===== config.mk =====
export PLATFORM = sky130hd
export DESIGN_NAME = drive_ramp_turn_integrator_top
export DESIGN_NICKNAME = d
export VERILOG_FILES = /design/src/drt_pkg.sv /design/src/drive_ramp_turn_integrator_top.sv /design/src/drt_ramp.sv /design/src/drt_turn.sv
export SDC_FILE = /design/constraint.sdc
export NUM_CORES = 1
export LEC_CHECK = 0
export BUFFER_PORTS_ARGS = -buffer_cell sky130_fd_sc_hd__buf_4
export CAP_MARGIN = 20
export CORE_AREA = 4 4 312 314
export CTS_CLUSTER_DIAMETER = 150
export DETAILED_ROUTE_END_ITERATION = 6
export DIE_AREA = 0 0 316 318
export HOLD_SLACK_MARGIN = 0.02
export SYNTH_ARGS = -nofsm -noshare
export SYNTH_HDL_FRONTEND = slang
export SYNTH_SLANG_ARGS = --single-unit

===== constraint.sdc =====
create_clock -name clk_i -period 23.1 [get_ports clk_i]
set_input_delay 2.31 -clock clk_i [delete_from_list [all_inputs] [get_ports clk_i]]
set_output_delay 2.31 -clock clk_i [all_outputs]
set_load 0.005 [all_outputs]

===== src/drt_pkg.sv =====
// Package for the drive ramp and turn integrator block.
// Holds the item structs, the configuration struct, register indexes and constants.
// It has no dependencies; every other file uses it by scoped names.
package drt_pkg;

  localparam int unsigned CfgIdxWidth  = 3;
  localparam int unsigned CfgDataWidth = 12;

  localparam logic [CfgIdxWidth-1:0] CfgMoveAccel    = 3'd0;
  localparam logic [CfgIdxWidth-1:0] CfgMoveBrake    = 3'd1;
  localparam logic [CfgIdxWidth-1:0] CfgTurnAccel    = 3'd2;
  localparam logic [CfgIdxWidth-1:0] CfgTurnDeadZone = 3'd3;
  localparam logic [CfgIdxWidth-1:0] CfgTurnLimit    = 3'd4;

  localparam logic [6:0]  MoveAccelReset    = 7'd2;
  localparam logic [6:0]  MoveBrakeReset    = 7'd5;
  localparam logic [6:0]  TurnAccelReset    = 7'd6;
  localparam logic [6:0]  TurnDeadZoneReset = 7'd3;
  localparam logic [11:0] TurnLimitReset    = 12'd1000;

  localparam logic signed [9:0]  DriveMax   = 10'sd127;
  localparam logic signed [16:0] PitchMax   = 17'sd850;
  localparam logic [9:0]         PitchRest  = 10'd550;
  // floor(m / 6) for m below 4096 is (m * 2731) >> 14.
  localparam logic [11:0]        Div6Recip  = 12'd2731;
  // floor(p * 3 / 10) for p up to 850 is (p * 19662) >> 16.
  localparam logic [14:0]        PitchScale = 15'd19662;

  typedef struct packed {
    logic              cmd;
    logic              link_up;
    logic signed [7:0] stick_x;
    logic signed [7:0] stick_y;
    logic [3:0]        keys;
    logic signed [15:0] turn_delta;
    logic signed [15:0] pitch_delta;
  } in_item_t;

  typedef struct packed {
    logic signed [7:0] strafe_drive;
    logic signed [7:0] move_drive;
    logic signed [7:0] turn_drive;
    logic [9:0]        pitch_position;
    logic [7:0]        pitch_byte;
  } out_item_t;

  typedef struct packed {
    logic [6:0]  move_accel;
    logic [6:0]  move_brake;
    logic [6:0]  turn_accel;
    logic [6:0]  turn_dead_zone;
    logic [11:0] turn_limit;
  } cfg_t;

endpackage


===== src/drive_ramp_turn_integrator_top.sv =====
// Top level of the drive ramp and turn integrator: state, configuration and result register.
// Depends on drt_pkg, drt_ramp and drt_turn.
// A result is shown in the cycle after its item is accepted.
// Throughput: one item per cycle; the state update is a single pass from the state registers.
// A waiting result does not block input while the consumer takes it in the same cycle.
// Reset clears the state and the result valid flag and loads the register defaults.
module drive_ramp_turn_integrator_top (
  input  logic                                clk_i,
  input  logic                                rst_ni,
  input  logic                                in_valid_i,
  output logic                                in_ready_o,
  input  drt_pkg::in_item_t                   in_data_i,
  output logic                                out_valid_o,
  input  logic                                out_ready_i,
  output drt_pkg::out_item_t                  out_data_o,
  input  logic                                cfg_valid_i,
  output logic                                cfg_ready_o,
  input  logic [drt_pkg::CfgIdxWidth-1:0]     cfg_index_i,
  input  logic [drt_pkg::CfgDataWidth-1:0]    cfg_data_i
);

  drt_pkg::cfg_t      cfg_q;
  logic signed [7:0]  strafe_q, strafe_d;
  logic signed [7:0]  move_q, move_d;
  logic signed [7:0]  turn_q, turn_d;
  logic signed [12:0] integ_q, integ_d;
  logic [9:0]         pitch_q, pitch_d;
  logic signed [7:0]  strafe_step, move_step, turn_step;
  logic signed [12:0] integ_step;
  logic signed [16:0] pitch_sum;
  logic [9:0]         pitch_step;
  logic [24:0]        pitch_prod;
  logic               out_valid_q;
  drt_pkg::out_item_t out_q;
  logic               in_accept;

  assign cfg_ready_o = 1'b1;
  assign in_ready_o  = !out_valid_q || out_ready_i;
  assign in_accept   = in_valid_i && in_ready_o;
  assign out_valid_o = out_valid_q;
  assign out_data_o  = out_q;

  drt_ramp u_ramp_x (
    .cur_i     (strafe_q),
    .stick_i   (in_data_i.stick_x),
    .key_neg_i (in_data_i.keys[0]),
    .key_pos_i (in_data_i.keys[1]),
    .accel_i   (cfg_q.move_accel),
    .brake_i   (cfg_q.move_brake),
    .next_o    (strafe_step)
  );

  drt_ramp u_ramp_y (
    .cur_i     (move_q),
    .stick_i   (in_data_i.stick_y),
    .key_neg_i (in_data_i.keys[2]),
    .key_pos_i (in_data_i.keys[3]),
    .accel_i   (cfg_q.move_accel),
    .brake_i   (cfg_q.move_brake),
    .next_o    (move_step)
  );

  drt_turn u_turn (
    .integ_i (integ_q),
    .turn_i  (turn_q),
    .delta_i (in_data_i.turn_delta),
    .cfg_i   (cfg_q),
    .integ_o (integ_step),
    .turn_o  (turn_step)
  );

  always_comb begin
    pitch_sum = $signed({7'd0, pitch_q}) + 17'(in_data_i.pitch_delta);
    if (pitch_sum < 17'sd0) begin
      pitch_step = '0;
    end else if (pitch_sum > drt_pkg::PitchMax) begin
      pitch_step = drt_pkg::PitchMax[9:0];
    end else begin
      pitch_step = pitch_sum[9:0];
    end

    strafe_d = strafe_q;
    move_d   = move_q;
    turn_d   = turn_q;
    integ_d  = integ_q;
    pitch_d  = pitch_q;
    if (in_data_i.cmd) begin
      strafe_d = '0;
      move_d   = '0;
      turn_d   = '0;
      integ_d  = '0;
      pitch_d  = drt_pkg::PitchRest;
    end else if (in_data_i.link_up) begin
      strafe_d = strafe_step;
      move_d   = move_step;
      turn_d   = turn_step;
      integ_d  = integ_step;
      pitch_d  = pitch_step;
    end
    pitch_prod = 25'(pitch_d) * 25'(drt_pkg::PitchScale);
  end

  always_ff @(posedge clk_i or negedge rst_ni) begin
    if (!rst_ni) begin
      cfg_q.move_accel     <= drt_pkg::MoveAccelReset;
      cfg_q.move_brake     <= drt_pkg::MoveBrakeReset;
      cfg_q.turn_accel     <= drt_pkg::TurnAccelReset;
      cfg_q.turn_dead_zone <= drt_pkg::TurnDeadZoneReset;
      cfg_q.turn_limit     <= drt_pkg::TurnLimitReset;
    end else if (cfg_valid_i) begin
      case (cfg_index_i)
        drt_pkg::CfgMoveAccel:    cfg_q.move_accel     <= cfg_data_i[6:0];
        drt_pkg::CfgMoveBrake:    cfg_q.move_brake     <= cfg_data_i[6:0];
        drt_pkg::CfgTurnAccel:    cfg_q.turn_accel     <= cfg_data_i[6:0];
        drt_pkg::CfgTurnDeadZone: cfg_q.turn_dead_zone <= cfg_data_i[6:0];
        drt_pkg::CfgTurnLimit:    cfg_q.turn_limit     <= cfg_data_i;
        default: ;
      endcase
    end
  end

  always_ff @(posedge clk_i or negedge rst_ni) begin
    if (!rst_ni) begin
      strafe_q    <= '0;
      move_q      <= '0;
      turn_q      <= '0;
      integ_q     <= '0;
      pitch_q     <= '0;
      out_valid_q <= 1'b0;
    end else begin
      if (in_accept) begin
        strafe_q <= strafe_d;
        move_q   <= move_d;
        turn_q   <= turn_d;
        integ_q  <= integ_d;
        pitch_q  <= pitch_d;
      end
      if (in_accept) begin
        out_valid_q <= 1'b1;
      end else if (out_ready_i) begin
        out_valid_q <= 1'b0;
      end
    end
  end

  always_ff @(posedge clk_i) begin
    if (in_accept) begin
      out_q.strafe_drive   <= strafe_d;
      out_q.move_drive     <= move_d;
      out_q.turn_drive     <= turn_d;
      out_q.pitch_position <= pitch_d;
      out_q.pitch_byte     <= pitch_prod[23:16];
    end
  end

endmodule


===== src/drt_ramp.sv =====
// One drive axis: forms the key-adjusted target and steps the value toward it.
// Depends on drt_pkg for the drive limit constant.
module drt_ramp (
  input  logic signed [7:0] cur_i,
  input  logic signed [7:0] stick_i,
  input  logic              key_neg_i,
  input  logic              key_pos_i,
  input  logic [6:0]        accel_i,
  input  logic [6:0]        brake_i,
  output logic signed [7:0] next_o
);

  logic signed [9:0] tgt_raw;
  logic signed [9:0] tgt;
  logic signed [9:0] cur;
  logic signed [9:0] acc;
  logic signed [9:0] brk;
  logic signed [9:0] v;
  logic signed [9:0] res;

  always_comb begin
    tgt_raw = 10'(stick_i);
    if (key_neg_i) tgt_raw = tgt_raw - drt_pkg::DriveMax;
    if (key_pos_i) tgt_raw = tgt_raw + drt_pkg::DriveMax;
    if (tgt_raw < -drt_pkg::DriveMax) begin
      tgt = -drt_pkg::DriveMax;
    end else if (tgt_raw > drt_pkg::DriveMax) begin
      tgt = drt_pkg::DriveMax;
    end else begin
      tgt = tgt_raw;
    end

    cur = 10'(cur_i);
    acc = $signed({3'b000, accel_i});
    brk = $signed({3'b000, brake_i});
    if (!cur[9]) begin
      if (cur > tgt) begin
        v   = cur - brk;
        res = (v > tgt) ? v : tgt;
      end else begin
        v   = cur + acc;
        res = (v < tgt) ? v : tgt;
      end
    end else begin
      if (cur < tgt) begin
        v   = cur + brk;
        res = (v < tgt) ? v : tgt;
      end else begin
        v   = cur - acc;
        res = (v > tgt) ? v : tgt;
      end
    end
    next_o = res[7:0];
  end

endmodule


===== src/drt_turn.sv =====
// Turn integrator update and the capped, dead-zoned turn drive ramp.
// Depends on drt_pkg for the configuration struct and constants.
module drt_turn (
  input  logic signed [12:0] integ_i,
  input  logic signed [7:0]  turn_i,
  input  logic signed [15:0] delta_i,
  input  drt_pkg::cfg_t      cfg_i,
  output logic signed [12:0] integ_o,
  output logic signed [7:0]  turn_o
);

  logic signed [14:0] diff;
  logic signed [14:0] diff_adj;
  logic signed [13:0] half;
  logic signed [17:0] sum;
  logic signed [17:0] lim;
  logic signed [12:0] integ;
  logic signed [12:0] dz;
  logic [11:0]        mag;
  logic [23:0]        prod;
  logic signed [11:0] quot;
  logic signed [11:0] tv;
  logic signed [11:0] acc;
  logic signed [11:0] stepped;
  logic signed [11:0] cap;
  logic signed [11:0] res;

  always_comb begin
    // Halving by a shift rounds down, so a negative value is raised by one first to truncate toward zero.
    diff     = $signed({integ_i[12], integ_i, 1'b0}) - 15'(turn_i);
    diff_adj = diff + $signed({14'd0, diff[14]});
    half     = diff_adj[14:1];
    sum      = 18'(half) + 18'(delta_i);
    lim      = $signed({6'd0, cfg_i.turn_limit});
    if (sum > lim) begin
      integ = lim[12:0];
    end else if (sum < -lim) begin
      integ = 13'(-lim);
    end else begin
      integ = sum[12:0];
    end
    integ_o = integ;

    dz   = $signed({6'd0, cfg_i.turn_dead_zone});
    mag  = integ[12] ? 12'(-integ) : integ[11:0];
    prod = 24'(mag) * 24'(drt_pkg::Div6Recip);
    quot = $signed({2'b00, prod[23:14]});
    tv   = 12'(turn_i);
    acc  = $signed({5'd0, cfg_i.turn_accel});

    if (integ > dz) begin
      stepped = (tv < 12'(drt_pkg::DriveMax) - acc) ? tv + acc : 12'(drt_pkg::DriveMax);
      cap     = quot + 12'(dz);
      res     = (stepped > cap) ? cap : stepped;
    end else if (integ < -dz) begin
      stepped = (tv > acc - 12'(drt_pkg::DriveMax)) ? tv - acc : -12'(drt_pkg::DriveMax);
      cap     = -quot - 12'(dz);
      res     = (stepped < cap) ? cap : stepped;
    end else begin
      stepped = '0;
      cap     = '0;
      res     = '0;
    end
    turn_o = res[7:0];
  end

endmodule


## Word level (Yosys, flattened, before mapping)

Index checks and enable logic that the tools add are counted.

- Magnitude comparators: 26
- Equal/unequal tests: 4
- Multiplexer cells: 45
- Multipliers: 2
- Reductions and logical operators: 12
- Add/sub/neg operators: 26

Operator list:

| kind | count |
|---|---|
| $mux W8 | 24 |
| $mux W10 | 12 |
| $mux W13 | 4 |
| $add A8 B8 Y9 | 5 |
| $sub A8 B8 Y9 | 5 |
| $gt A9 B10 Y1 | 4 |
| $lt A9 B10 Y1 | 4 |
| $mux W12 | 3 |
| $mul A12 B12 Y24 const B | 1 |
| $mul A10 B14 Y23 const B | 1 |
| $add A10 B8 Y10 const B | 2 |
| $gt A10 B8 Y1 const B | 2 |
| $gt A8 B10 Y1 | 2 |
| $lt A10 B8 Y1 const B | 2 |
| $lt A8 B10 Y1 | 2 |
| $gt A18 B13 Y1 | 1 |
| $lt A18 B18 Y1 | 1 |
| $neg A12 Y18 | 1 |
| $sub A8 B8 Y9 const B | 2 |
| $add A11 B16 Y17 | 1 |
| $add A14 B16 Y17 | 1 |
| $gt A17 B11 Y1 const B | 1 |
| $lt A17 B1 Y1 const B | 1 |
| $add A15 B2 Y15 | 1 |
| 24 further kinds | 32 |

- Flip-flop bits (word level): 130
- Word-level logic and storage cells: 131
- Input bits: 74

## Longest topological paths before layout

Gate-level depths: netlist of the first run.

- Depth in word-level cells: 17
- Depth in mapped cells: 78

## Modules after synthesis

A second synthesis of the first run with hierarchy kept.

- Cells, all modules: 2938
- Area total of the unflattened synthesis: 24604.8 sq um

Modules (own cells, without submodules):

| module | times used | cells an instance | seq. area each (sq um) | area each (sq um) |
|---|---|---|---|---|
| drt_turn | 1 | 1174 | 0.0 | 9051.2 |
| drive_ramp_turn_integrator_top | 1 | 786 | 3479.6 | 8265.4 |
| drt_ramp at u_ramp_x | 1 | 492 | 0.0 | 3674.8 |
| drt_ramp at u_ramp_y | 1 | 486 | 0.0 | 3613.5 |

## Least setup slack after synthesis of the first run

OpenSTA, ideal clock, no wires.

- Path kind: register to register
- Start: register turn_q[1]
- End: register out_q (netlist bit out_data_o[18]), data pin
- Clock period less this slack: 16.921 ns
- Setup slack: 6.179 ns
- Library setup time: 0.261 ns
- Stages on the path, launching flop included: 72
- Arrival: 16.660 ns
- Cell sequence: dfrtp_1 inv_1 fa_1 a21o_1 a21oi_1 o21ai_0 a21oi_1 o21ai_0 a21oi_1 o21ai_0 a21oi_1 o21bai_1 a21o_1 a31oi_1 nand3_1 nor2_1 xnor2_1 ha_1 [... 36 more ...] inv_1 ha_1 ha_1 a21o_1 a22o_1 a21o_1 a21oi_1 nor2_1 a2111oi_0 a221oi_1 xnor2_1 ha_1 nand2_1 a31oi_1 o41ai_1 mux2i_1 a221o_1 a311o_1

- Word-level cells in the longest chain between the ends: 17
- Elaborated cells on any way between the ends: 29

Ends and longest elaborated chain:

| what | line | RTL |
|---|---|---|
| from (decl) | drive_ramp_turn_integrator_top.sv:25 | `logic signed [7:0] turn_q, turn_d;` |
| from (signal assigned) | drive_ramp_turn_integrator_top.sv:134 | `turn_q <= turn_d;` |
| $sub A14 B8 Y15 | drt_turn.sv:30 | `diff = $signed({integ_i[12], integ_i, 1'b0}) - 15'(turn_i);` |
| $add A15 B2 Y15 | drt_turn.sv:31 | `diff_adj = diff + $signed({14'd0, diff[14]});` |
| $add A14 B16 Y17 | drt_turn.sv:33 | `sum = 18'(half) + 18'(delta_i);` |
| $lt A18 B18 Y1 | drt_turn.sv:37 | `end else if (sum < -lim) begin` |
| $mux W13 | drt_turn.sv:37 |  |
| $mux W13 | drt_turn.sv:35 | `if (sum > lim) begin` |
| $neg A12 Y12 | drt_turn.sv:45 | `mag = integ[12] ? 12'(-integ) : integ[11:0];` |
| $mux W12 | drt_turn.sv:45 |  |
| [... 2 more ...] | n/a |  |
| $sub A12 B8 Y12 | drt_turn.sv:57 | `cap = -quot - 12'(dz);` |
| $lt A12 B12 Y1 | drt_turn.sv:58 | `res = (stepped < cap) ? cap : stepped;` |
| $mux W8 | drt_turn.sv:58 |  |
| $mux W8 | drt_turn.sv:55 | `end else if (integ < -dz) begin` |
| $mux W8 (*) | drt_turn.sv:51 | `if (integ > dz) begin` |
| $mux W8 (*) | drive_ramp_turn_integrator_top.sv:93 | `end else if (in_data_i.link_up) begin` |
| $mux W8 (*) | drive_ramp_turn_integrator_top.sv:87 | `if (in_data_i.cmd) begin` |
| named net turn_d[0] | drive_ramp_turn_integrator_top.sv:25 |  |
| to (decl) | drive_ramp_turn_integrator_top.sv:34 | `drt_pkg::out_item_t out_q;` |

Mark *: on every way through the listed nets, which the timed path passes. The rest lies on a longest branch.
A chain may end at the register's enable or synchronous reset.

## Worst setup path in the final report of the first run

Same ends and word-level chain as after synthesis.

==> results.cfg, run 1 <==
[floorplan]
ios = 119
start_util_pct = 24.8
fp-row-count = 113
die_h_um = 318
dieArea_sq_um = 100000
die_width_um = 316
core-area_sq_um = 94600

[synthesis]
synth_compound_area_share_pct = 21.8
synth_xor_area_share_pct = 7.82
yosysWarnings = 0
synth_top_family_by_area = adder cells
syn_area_sq_um = 23500
syn_nets = 3393
synthAdderAreaFrac_pct = 31.1
synth.distinct_cells = 108
avgSynthCellArea_sq_um = 8.42
async_reset_ff_share_pct = 67.7
synthCells = 2786
synth_edf_count = 42
synth_seq_cells = 130
synth_simple_gate_area_share_pct = 16.5
synth_mux_area_share_pct = 2.17
synth_flop_cell = dfrtp_1
ys_seq_area_share_pct = 14.8

[final_layout]
final_common_cell = ha_1
drive_above_1_share_pct = 9.97
multi_input_area_sq_um = 18700
register_area_sq_um = 3480
nets = 3492
area.growth.synth_to_final_pct = 13.0
layout_common_cells = 449 x ha_1, 269 x inv_1, 220 x nor2_1
fillers = 10100
finalInstanceArea_sq_um = 26500
diodes = 0

[setup_path]
rrSetupSlack_ps = 4990
timing.rr.start = turn_q[1]$_DFFE_PN0P_
r2r-end = out_data_o[18]$_DFFE_PP_
rr_worst_depth = 72
start_kind = flip-flop
critPathArrivalTime_ps = 18340
cp-end-kind = flip-flop
cp_max_fo = 11
path_class = reg2reg
max_stage_delay_ps = 780
cp.required_ps = 23330
slowest_stage = a211oi_2

[clocking]
numCtsBuffers = 17
clk_latency_ps = 480
cts-root-buf = clkbuf_16
cts_resized = 0
cts.sinks = 130
holdBufCountCts = 0
cts_tree = done
path_clk_slew_ps = 70
clockBufferDepth = 2
post-cts-setup-buffer-count = 0
htree_levels = 4

[detailed_routing]
wl_um = 72000
drtIter0Drc = 1504
avgRoutedWirePerCell_um = 17.3
routed_via_density = 4.95
num_vias = 20600
final_antenna_net_count = 0
drc = 0
drt_pre_antenna_iters = 6

[global_routing]
grt_overflow = 0
grt_pass1_wl_um = 113000
use_met1_pct = 18.5
busiest_layer = met2
grt_pass1_vias = 20200
met3_usage_pct = 2.18
grt_max_degree = 53
met2_usage_pct = 24.0
grt_use_total_pct = 14.2
antenna_found_initial = 2

[timing]
setup_viol = 0
clock.fmax_mhz = 55.2
clock_skew_ps = 14.9
tns_ps = 0
slew_headroom_pct = 30.1
hold_violations = 0
grt_setup_unrepaired = false
timing.final.max_slew_violations = 0
tightestPinTransition_ps = 1020
period_share_pct = 78.4
period_needed_ps = 18110

[placement]
hpwlAfterDp_um = 59200
dpl_cell_area_sq_um = 25900
io_buffers = 117
gp_congestion = 0.896

[flow_run]
drv_cap = 0

[run_status]
status = completed

[min_path]
hold_end = integ_q[1]$_DFFE_PN0P_
hold_class = reg2reg
worstHoldStart = integ_q[1]$_DFFE_PN0P_
whs_path_depth = 2
==> state kept, by name, indices dropped and copies added, names as in the netlist <==
signal / cells
out_data_o: 42
integ_q: 13
cfg_q: 40
turn_q: 8
pitch_q: 10
move_q: 8
out_valid_o: 1
strafe_q: 8
==> metrics by stage <==
step           std cells  util [%]  hold slack, ps  worst slack, ps
6_report            4163      28.0             514             4990
5_1_grt             4163      28.0             520             3840
4_1_cts             4161      28.0             516             5130
3_5_place_dp        4129      27.3             498             5220
3_3_place_gp        4129      27.3             493             5430
2_1_floorplan       2786         -             454             6180
==> critical path, delay by kind of cell (launching register included) <==
| family | cells | cell delay [ps] |
|---|---|---|
| compound gates | 38 | 8760 |
| buf+inv | 6 | 620 |
| xor+xnor | 5 | 1220 |
| flops | 1 | 490 |
| mux | 1 | 150 |
| fa+ha+maj | 12 | 4730 |
| simple gates | 10 | 1860 |
==> final cells by class <==
cell class | instances | share of cell area, %
Tap cell | 1265 | 5.97
Timing Repair Buffer | 151 | 4.30
Sequential cell | 130 | 13.1
Inverter | 272 | 3.85
Multi-Input combinational cell | 2313 | 70.4
Clock buffer | 22 | 1.87
Clock inverter | 10 | 0.458
==> cell usage after synthesis, types with 9 or more instances <==
cell type | n | area (sq um)
ha_1 | 449 | 5620
inv_1 | 269 | 1010
nor2_1 | 222 | 833
nand2_1 | 191 | 717
a21oi_1 | 163 | 816
o21ai_0 | 159 | 796
xnor2_1 | 130 | 1140
fa_1 | 84 | 1680
dfrtp_1 | 75 | 1880
xor2_1 | 70 | 613
a21o_1 | 69 | 518
nand3_1 | 57 | 285
nor2b_1 | 55 | 344
nor3_1 | 53 | 265
clkbuf_1 | 49 | 184
o21a_1 | 47 | 353
edfxtp_1 | 42 | 1260
nand4_1 | 40 | 250
nand2b_1 | 35 | 219
o21bai_1 | 34 | 255
mux2i_1 | 25 | 250
a211oi_1 | 24 | 180
and2_1 | 24 | 150
a22o_1 | 21 | 184
mux2_2 | 21 | 236
a31oi_1 | 20 | 125
o211ai_1 | 19 | 143
a221oi_1 | 18 | 158
or2_2 | 18 | 113
a21boi_0 | 15 | 113
o31ai_1 | 15 | 113
and3_1 | 14 | 87.6
or3_1 | 14 | 87.6
dfstp_2 | 13 | 342
a2111oi_0 | 11 | 96.3
a211o_1 | 11 | 96.3
buf_2 | 10 | 50.1
nor3b_1 | 9 | 67.6
nor4_1 | 9 | 56.3
o21ai_1 | 9 | 45.0
o31a_1 | 9 | 78.8
==> how the worst max path moves through the flow <==
stage,startpoint,endpoint,slack [ps],cells past startpoint
finish,turn_q[1]$_DFFE_PN0P_,out_data_o[18]$_DFFE_PP_,4990,72
CTS,turn_q[1]$_DFFE_PN0P_,out_data_o[18]$_DFFE_PP_,5130,72
global placement,turn_q[1]$_DFFE_PN0P_,out_data_o[18]$_DFFE_PP_,5430,70
floorplan,turn_q[1]$_DFFE_PN0P_,out_data_o[18]$_DFFE_PP_,6180,71
detailed placement,turn_q[1]$_DFFE_PN0P_,out_data_o[18]$_DFFE_PP_,5220,72
global route,turn_q[1]$_DFFE_PN0P_,out_data_o[19]$_DFFE_PP_,3840,71
==> logic make-up (layout without fill, tap and decap cells) <==
logic type	Yosys count	in the layout
AND/OR/NAND/NOR	781	781
multiplexers	47	47
adder cells (fa/ha/maj)	533	533
buffers and inverters	343	455
other	1	1
flip-flops	130	130
XOR/XNOR	205	205
AO/OA/AOI/OAI	746	746
==> metal layers <==
layer | wire length, um | share of wire [%] | up-vias
met1 | 32500 | 45 | 9757
met2 | 33800 | 47 | 539
met3 | 3730 | 5.2 | 102
met4 | 1960 | 2.7 | 0
li1 | - | - | 10200
met5 | 0 | 0 | -
Power of run 1 is not shown: default switching activity piles up to over one toggle a cycle in this logic, so the estimate is an artifact.
==> run 2, diff against run 1 <==
==> constraint.sdc (replaced) <==
create_clock -name clk_i -period 17.8 [get_ports clk_i]
set_input_delay 1.78 -clock clk_i [delete_from_list [all_inputs] [get_ports clk_i]]
set_output_delay 1.78 -clock clk_i [all_outputs]
set_load 0.005 [all_outputs]
==> run 2 against run 1 <==
Net effect:
- critical path depth rose by 1
- sequential share of layout area fell by 0.11 points
- setup slack got worse by 4000 ps
- global-route usage rose by 0.16 points
- core utilization rose by 0.25 points
- routed wire length rose by 1.5%
- via count rose by 1.3%
- hold slack improved by 5.7 ps
- maximum frequency rose by 8.0%
- count of clock-buffer cells in the layout fell by 2
- flip-flop and latch count did not move
- clock skew rose by 9.1 ps
- critical endpoint is now out_data_o[19]$_DFFE_PP_
==> results.cfg, run 2 (synthesis results as in run 1) <==
[clocking]
holdBufCountCts = 0
cts-root-buf = clkbuf_16
htree_levels = 4
cts.sinks = 130
cts_tree = done
clockBufferDepth = 2
numCtsBuffers = 17
clk_latency_ps = 470
path_clk_slew_ps = 70

[detailed_routing]
num_vias = 20900
drtIter0Drc = 1720
avgRoutedWirePerCell_um = 17.5
wl_um = 73100
drt_pre_antenna_iters = 6
drc = 0
routed_via_density = 4.99
final_antenna_net_count = 0

[placement]
hpwlAfterDp_um = 59700
io_buffers = 117
pre_cts_ws_ps = 254
gp_congestion = 0.914

[timing]
period_needed_ps = 16770
setup_viol = 0
worst_slack_ps = 1030
hold_violations = 0
hold_ws_ps = 520
slew_headroom_pct = 28.0
tightestPinTransition_ps = 1070
clock.fmax_mhz = 59.6
timing.final.max_slew_violations = 0
period_share_pct = 94.2
clock_skew_ps = 24.0

[final_layout]
nets = 3506
multi_input_area_sq_um = 18800
final_common_cell = ha_1
largest_reg_flops = 42
diodes = 0
area.growth.synth_to_final_pct = 14.0
register_area_sq_um = 3480
fillers = 10100
drive_above_1_share_pct = 11.2
layout_common_cells = 446 x ha_1, 269 x inv_1, 220 x nor2_1

[floorplan]
die_h_um = 318
fp-row-count = 113
start_util_pct = 24.8
dieArea_sq_um = 100000
core-area_sq_um = 94600
die_width_um = 316
ios = 119

[setup_path]
critPathArrivalTime_ps = 16980
start_kind = flip-flop
cp.required_ps = 18010
crit_top_cell = a21o_1
slowest_stage = or4_4
critPathTopFamily = compound AO/OA/AOI/OAI gates
max_stage_delay_ps = 580
path_class = reg2reg
startpoint = turn_q[1]$_DFFE_PN0P_
cp-end-kind = flip-flop
path_buf_inv = 7
cp_max_fo = 8
timing.rr.start = turn_q[1]$_DFFE_PN0P_

[global_routing]
grt_pass1_wl_um = 115000
grt_overflow = 0
grt_max_degree = 71
grt_pass1_vias = 20300
grt_use_total_pct = 14.3
antenna_found_initial = 1

[flow_run]
drv_cap = 0

[run_status]
status = completed

[min_path]
worstHoldStart = integ_q[5]$_DFFE_PN0P_
hold_class = reg2reg
==> run 2: changes by cell type in the layout (fill, tap and decap cells not counted), moves of 4 or more <==
cell       before  now
inv_6           1    5
buf_4         149  165
a21oi_1       163  159
a2111oi_0      11    7
a21oi_2         2    6
==> run 2: through the flow <==
stage	utilization, %	cells	area [sq um]	setup TNS, ps
after detailed placement	27.4	4135	25900	0
final	28.3	4177	26700	0
after floorplan	-	2786	23500	0
after global routing	28.3	4177	26700	-192
after CTS	28.0	4167	26500	0
after global placement	27.4	4135	25900	0
==> run 2: timing repair <==
item	CTS	global route
endpoints found under the setup margin	0	16
buffers inserted	0	10
resized for setup	0	37
==> run 2: worst paths after layout <==
kind	end	slack [ps]	depth (start not counted)
worst max-delay path	out_data_o[19]$_DFFE_PP_	1030	73
worst min-delay path	integ_q[5]$_DFFE_PN0P_	520	1
worst max register to register	out_data_o[19]$_DFFE_PP_	1030	73
worst min register to register	integ_q[5]$_DFFE_PN0P_	520	1
max in group asynchronous	turn_q[0]$_DFFE_PN0P_	15230	2
min in group asynchronous	turn_q[5]$_DFFE_PN0P_	1200	1
==> run 2: final cells by class <==
type                       instances  area share (%)
clock inverter                    12           0.440
multi-input combinational       2313            70.4
clock buffer                      20            1.75
inverter                         272            3.82
tap                             1265            5.92
timing repair buffer             165            4.63
sequential                       130            13.0
==> run 2: worst register-to-register path: cells and delay by family (launching register included) <==
kind            cells  cell delay [ps]
xor+xnor            5              800
fa+ha+maj          12             4610
mux                 1              370
simple gates       13             1890
compound gates     35             7520
flops               1              380
buf+inv             7              890
==> run 2: per-layer routing <==
metal / up-vias / global-route usage, % / routed length (um)
li1: 10200 / - / -
met1: 9959 / 19.3 / 33400
met2: 578 / 24.3 / 34900
met3: 69 / 2.12 / 3630
met4: 2 / 2.94 / 1180
met5: - / 0 / 17
Power of run 2 is left out for the same reason.
==> run 3, diff against run 2 <==
--- a/config.mk
+++ b/config.mk
@@ -7,11 +7,15 @@
 export LEC_CHECK = 0
 export BUFFER_PORTS_ARGS = -buffer_cell sky130_fd_sc_hd__buf_4
 export CAP_MARGIN = 20
+export CELL_PAD_IN_SITES_DETAIL_PLACEMENT = 0
+export CELL_PAD_IN_SITES_GLOBAL_PLACEMENT = 1
 export CORE_AREA = 4 4 312 314
 export CTS_CLUSTER_DIAMETER = 150
 export DETAILED_ROUTE_END_ITERATION = 6
 export DIE_AREA = 0 0 316 318
 export HOLD_SLACK_MARGIN = 0.02
+export PLACE_DENSITY_LB_ADDON = 0.1
+export SKIP_LAST_GASP = 1
 export SYNTH_ARGS = -nofsm -noshare
 export SYNTH_HDL_FRONTEND = slang
 export SYNTH_SLANG_ARGS = --single-unit
==> run 3 against run 2 <==
Net effect:
- count of clock-buffer cells in the layout is 3 higher
- flip-flop and latch count stayed put
- first-iteration DRC count shrank 26%
- setup slack lost 21 ps
- die area is the same
- final area is 0.98% higher
- critical path depth grew 1
- hold slack got worse by 31 ps
- sequential share of layout area down 0.13 points
- routed wire length increased by 20%
- final cell count grew 0.79%
- critical path type unchanged
- critical endpoint is now out_data_o[18]$_DFFE_PP_
==> results.cfg, run 3 (synthesis results as in run 1) <==
[timing]
clock.fmax_mhz = 59.5
tightestPinTransition_ps = 1050
hold_violations = 0
slew_headroom_pct = 29.3
clock_skew_ps = 14.2
period_share_pct = 94.4
setup_viol = 0
period_needed_ps = 16790
timing.final.max_slew_violations = 0

[detailed_routing]
drc = 0
final_antenna_net_count = 0
avgRoutedWirePerCell_um = 20.9
routed_via_density = 4.99
drtIter0Drc = 1280
wl_um = 88000
num_vias = 21000
drt_pre_antenna_iters = 5

[final_layout]
drive_above_1_share_pct = 12.1
layout_common_cells = 445 x ha_1, 269 x inv_1, 219 x nor2_1
final_common_cell = ha_1
diodes = 0
largest_reg_flops = 42
area.growth.synth_to_final_pct = 15.1
nets = 3539
fillers = 10100
finalInstanceArea_sq_um = 27000

[floorplan]
die_width_um = 316
fp-row-count = 113
die_h_um = 318
core-area_sq_um = 94600
start_util_pct = 24.8
ios = 119
dieArea_sq_um = 100000

[global_routing]
grt_overflow = 0
grt_pass1_wl_um = 134000
grt_max_degree = 50
antenna_found_initial = 2
grt_use_total_pct = 17.4
grt_pass1_vias = 21700

[clocking]
cts_tree = done
cts.sinks = 130
clockBufferDepth = 2
numCtsBuffers = 17
path_clk_slew_ps = 70
clk_latency_ps = 500
holdBufCountCts = 0
htree_levels = 4
cts-root-buf = clkbuf_16

[setup_path]
path_buf_inv = 7
rr_worst_depth = 74
critPathArrivalTime_ps = 17040
crit_end = out_data_o[18]$_DFFE_PP_
crit_top_cell = a21o_1
crit_cells = 74
critPathTopFamily = compound AO/OA/AOI/OAI gates
max_stage_delay_ps = 570
timing.rr.start = turn_q[1]$_DFFE_PN0P_
startpoint = turn_q[1]$_DFFE_PN0P_
cp.required_ps = 18050
rrSetupSlack_ps = 1010
r2r-end = out_data_o[18]$_DFFE_PP_
start_kind = flip-flop
cp_max_fo = 11
slowest_stage = or4_4
cp-end-kind = flip-flop
path_class = reg2reg

[placement]
dpl_cell_area_sq_um = 26100
io_buffers = 117
hpwlAfterDp_um = 71800
gp_congestion = 0.831

[min_path]
hold_class = reg2reg
worstHoldStart = integ_q[1]$_DFFE_PN0P_

[run_status]
status = completed

[flow_run]
drv_cap = 0
[run 3: metrics by stage]
| step | cells | hold slack, ps | TNS [ps] | worst slack [ps] | utilization [%] |
|---|---|---|---|---|---|
| after floorplan | 2786 | 454 | 0 | 879 | - |
| after global placement | 4157 | 471 | 0 | 179 | 27.6 |
| after detailed placement | 4161 | 479 | 0 | 99.8 | 27.6 |
| after CTS | 4193 | 493 | 0 | 24.0 | 28.3 |
| after global routing | 4210 | 524 | -443 | -97.5 | 28.5 |
| final | 4210 | 489 | 0 | 1010 | 28.5 |
[run 3: how the worst min path moves through the flow]
| stage | cells after the start | end | slack (ps) |
|---|---|---|---|
| 2_1_floorplan | 2 | integ_q[1]$_DFFE_PN0P_ | 450 |
| 3_3_place_gp | 2 | integ_q[1]$_DFFE_PN0P_ | 470 |
| 3_5_place_dp | 2 | integ_q[1]$_DFFE_PN0P_ | 480 |
| 4_1_cts | 2 | integ_q[1]$_DFFE_PN0P_ | 490 |
| 5_1_grt | 1 | integ_q[9]$_DFFE_PN0P_ | 520 |
| 6_report | 2 | integ_q[1]$_DFFE_PN0P_ | 490 |
[run 3: layout make-up]
class / count / area (sq um) / share of cell area [%]
Sequential cell: 130 / 3480 / 12.9
Timing Repair Buffer: 198 / 1500 / 5.56
Multi-Input combinational cell: 2313 / 18800 / 69.5
Tap cell: 1265 / 1580 / 5.86
Clock buffer: 23 / 532 / 1.97
Inverter: 272 / 1020 / 3.78
Clock inverter: 9 / 114 / 0.422
[run 3: tightest hold or removal path, stage by stage (launching register included)]
cell     delay, ps
dfrtp_1        350
nand2_1         50
o21ai_0         60
[run 3: per-layer routing]
| metal | global-route usage [%] | vias up | share of wire, % |
|---|---|---|---|
| met5 | 0 | - | 0 |
| met4 | 3.33 | 0 | 1.5 |
| met3 | 2.16 | 57 | 3.4 |
| met2 | 30.7 | 396 | 49 |
| met1 | 22.8 | 10300 | 46 |
| li1 | - | 10300 | - |
[run 3: what timing repair did]
item | 4_1_cts | 5_1_grt
setup buffers | 0 | 17
gates resized for setup | 0 | 38
setup endpoints to repair | 0 | 16
Power of run 3 is left out for the same reason.
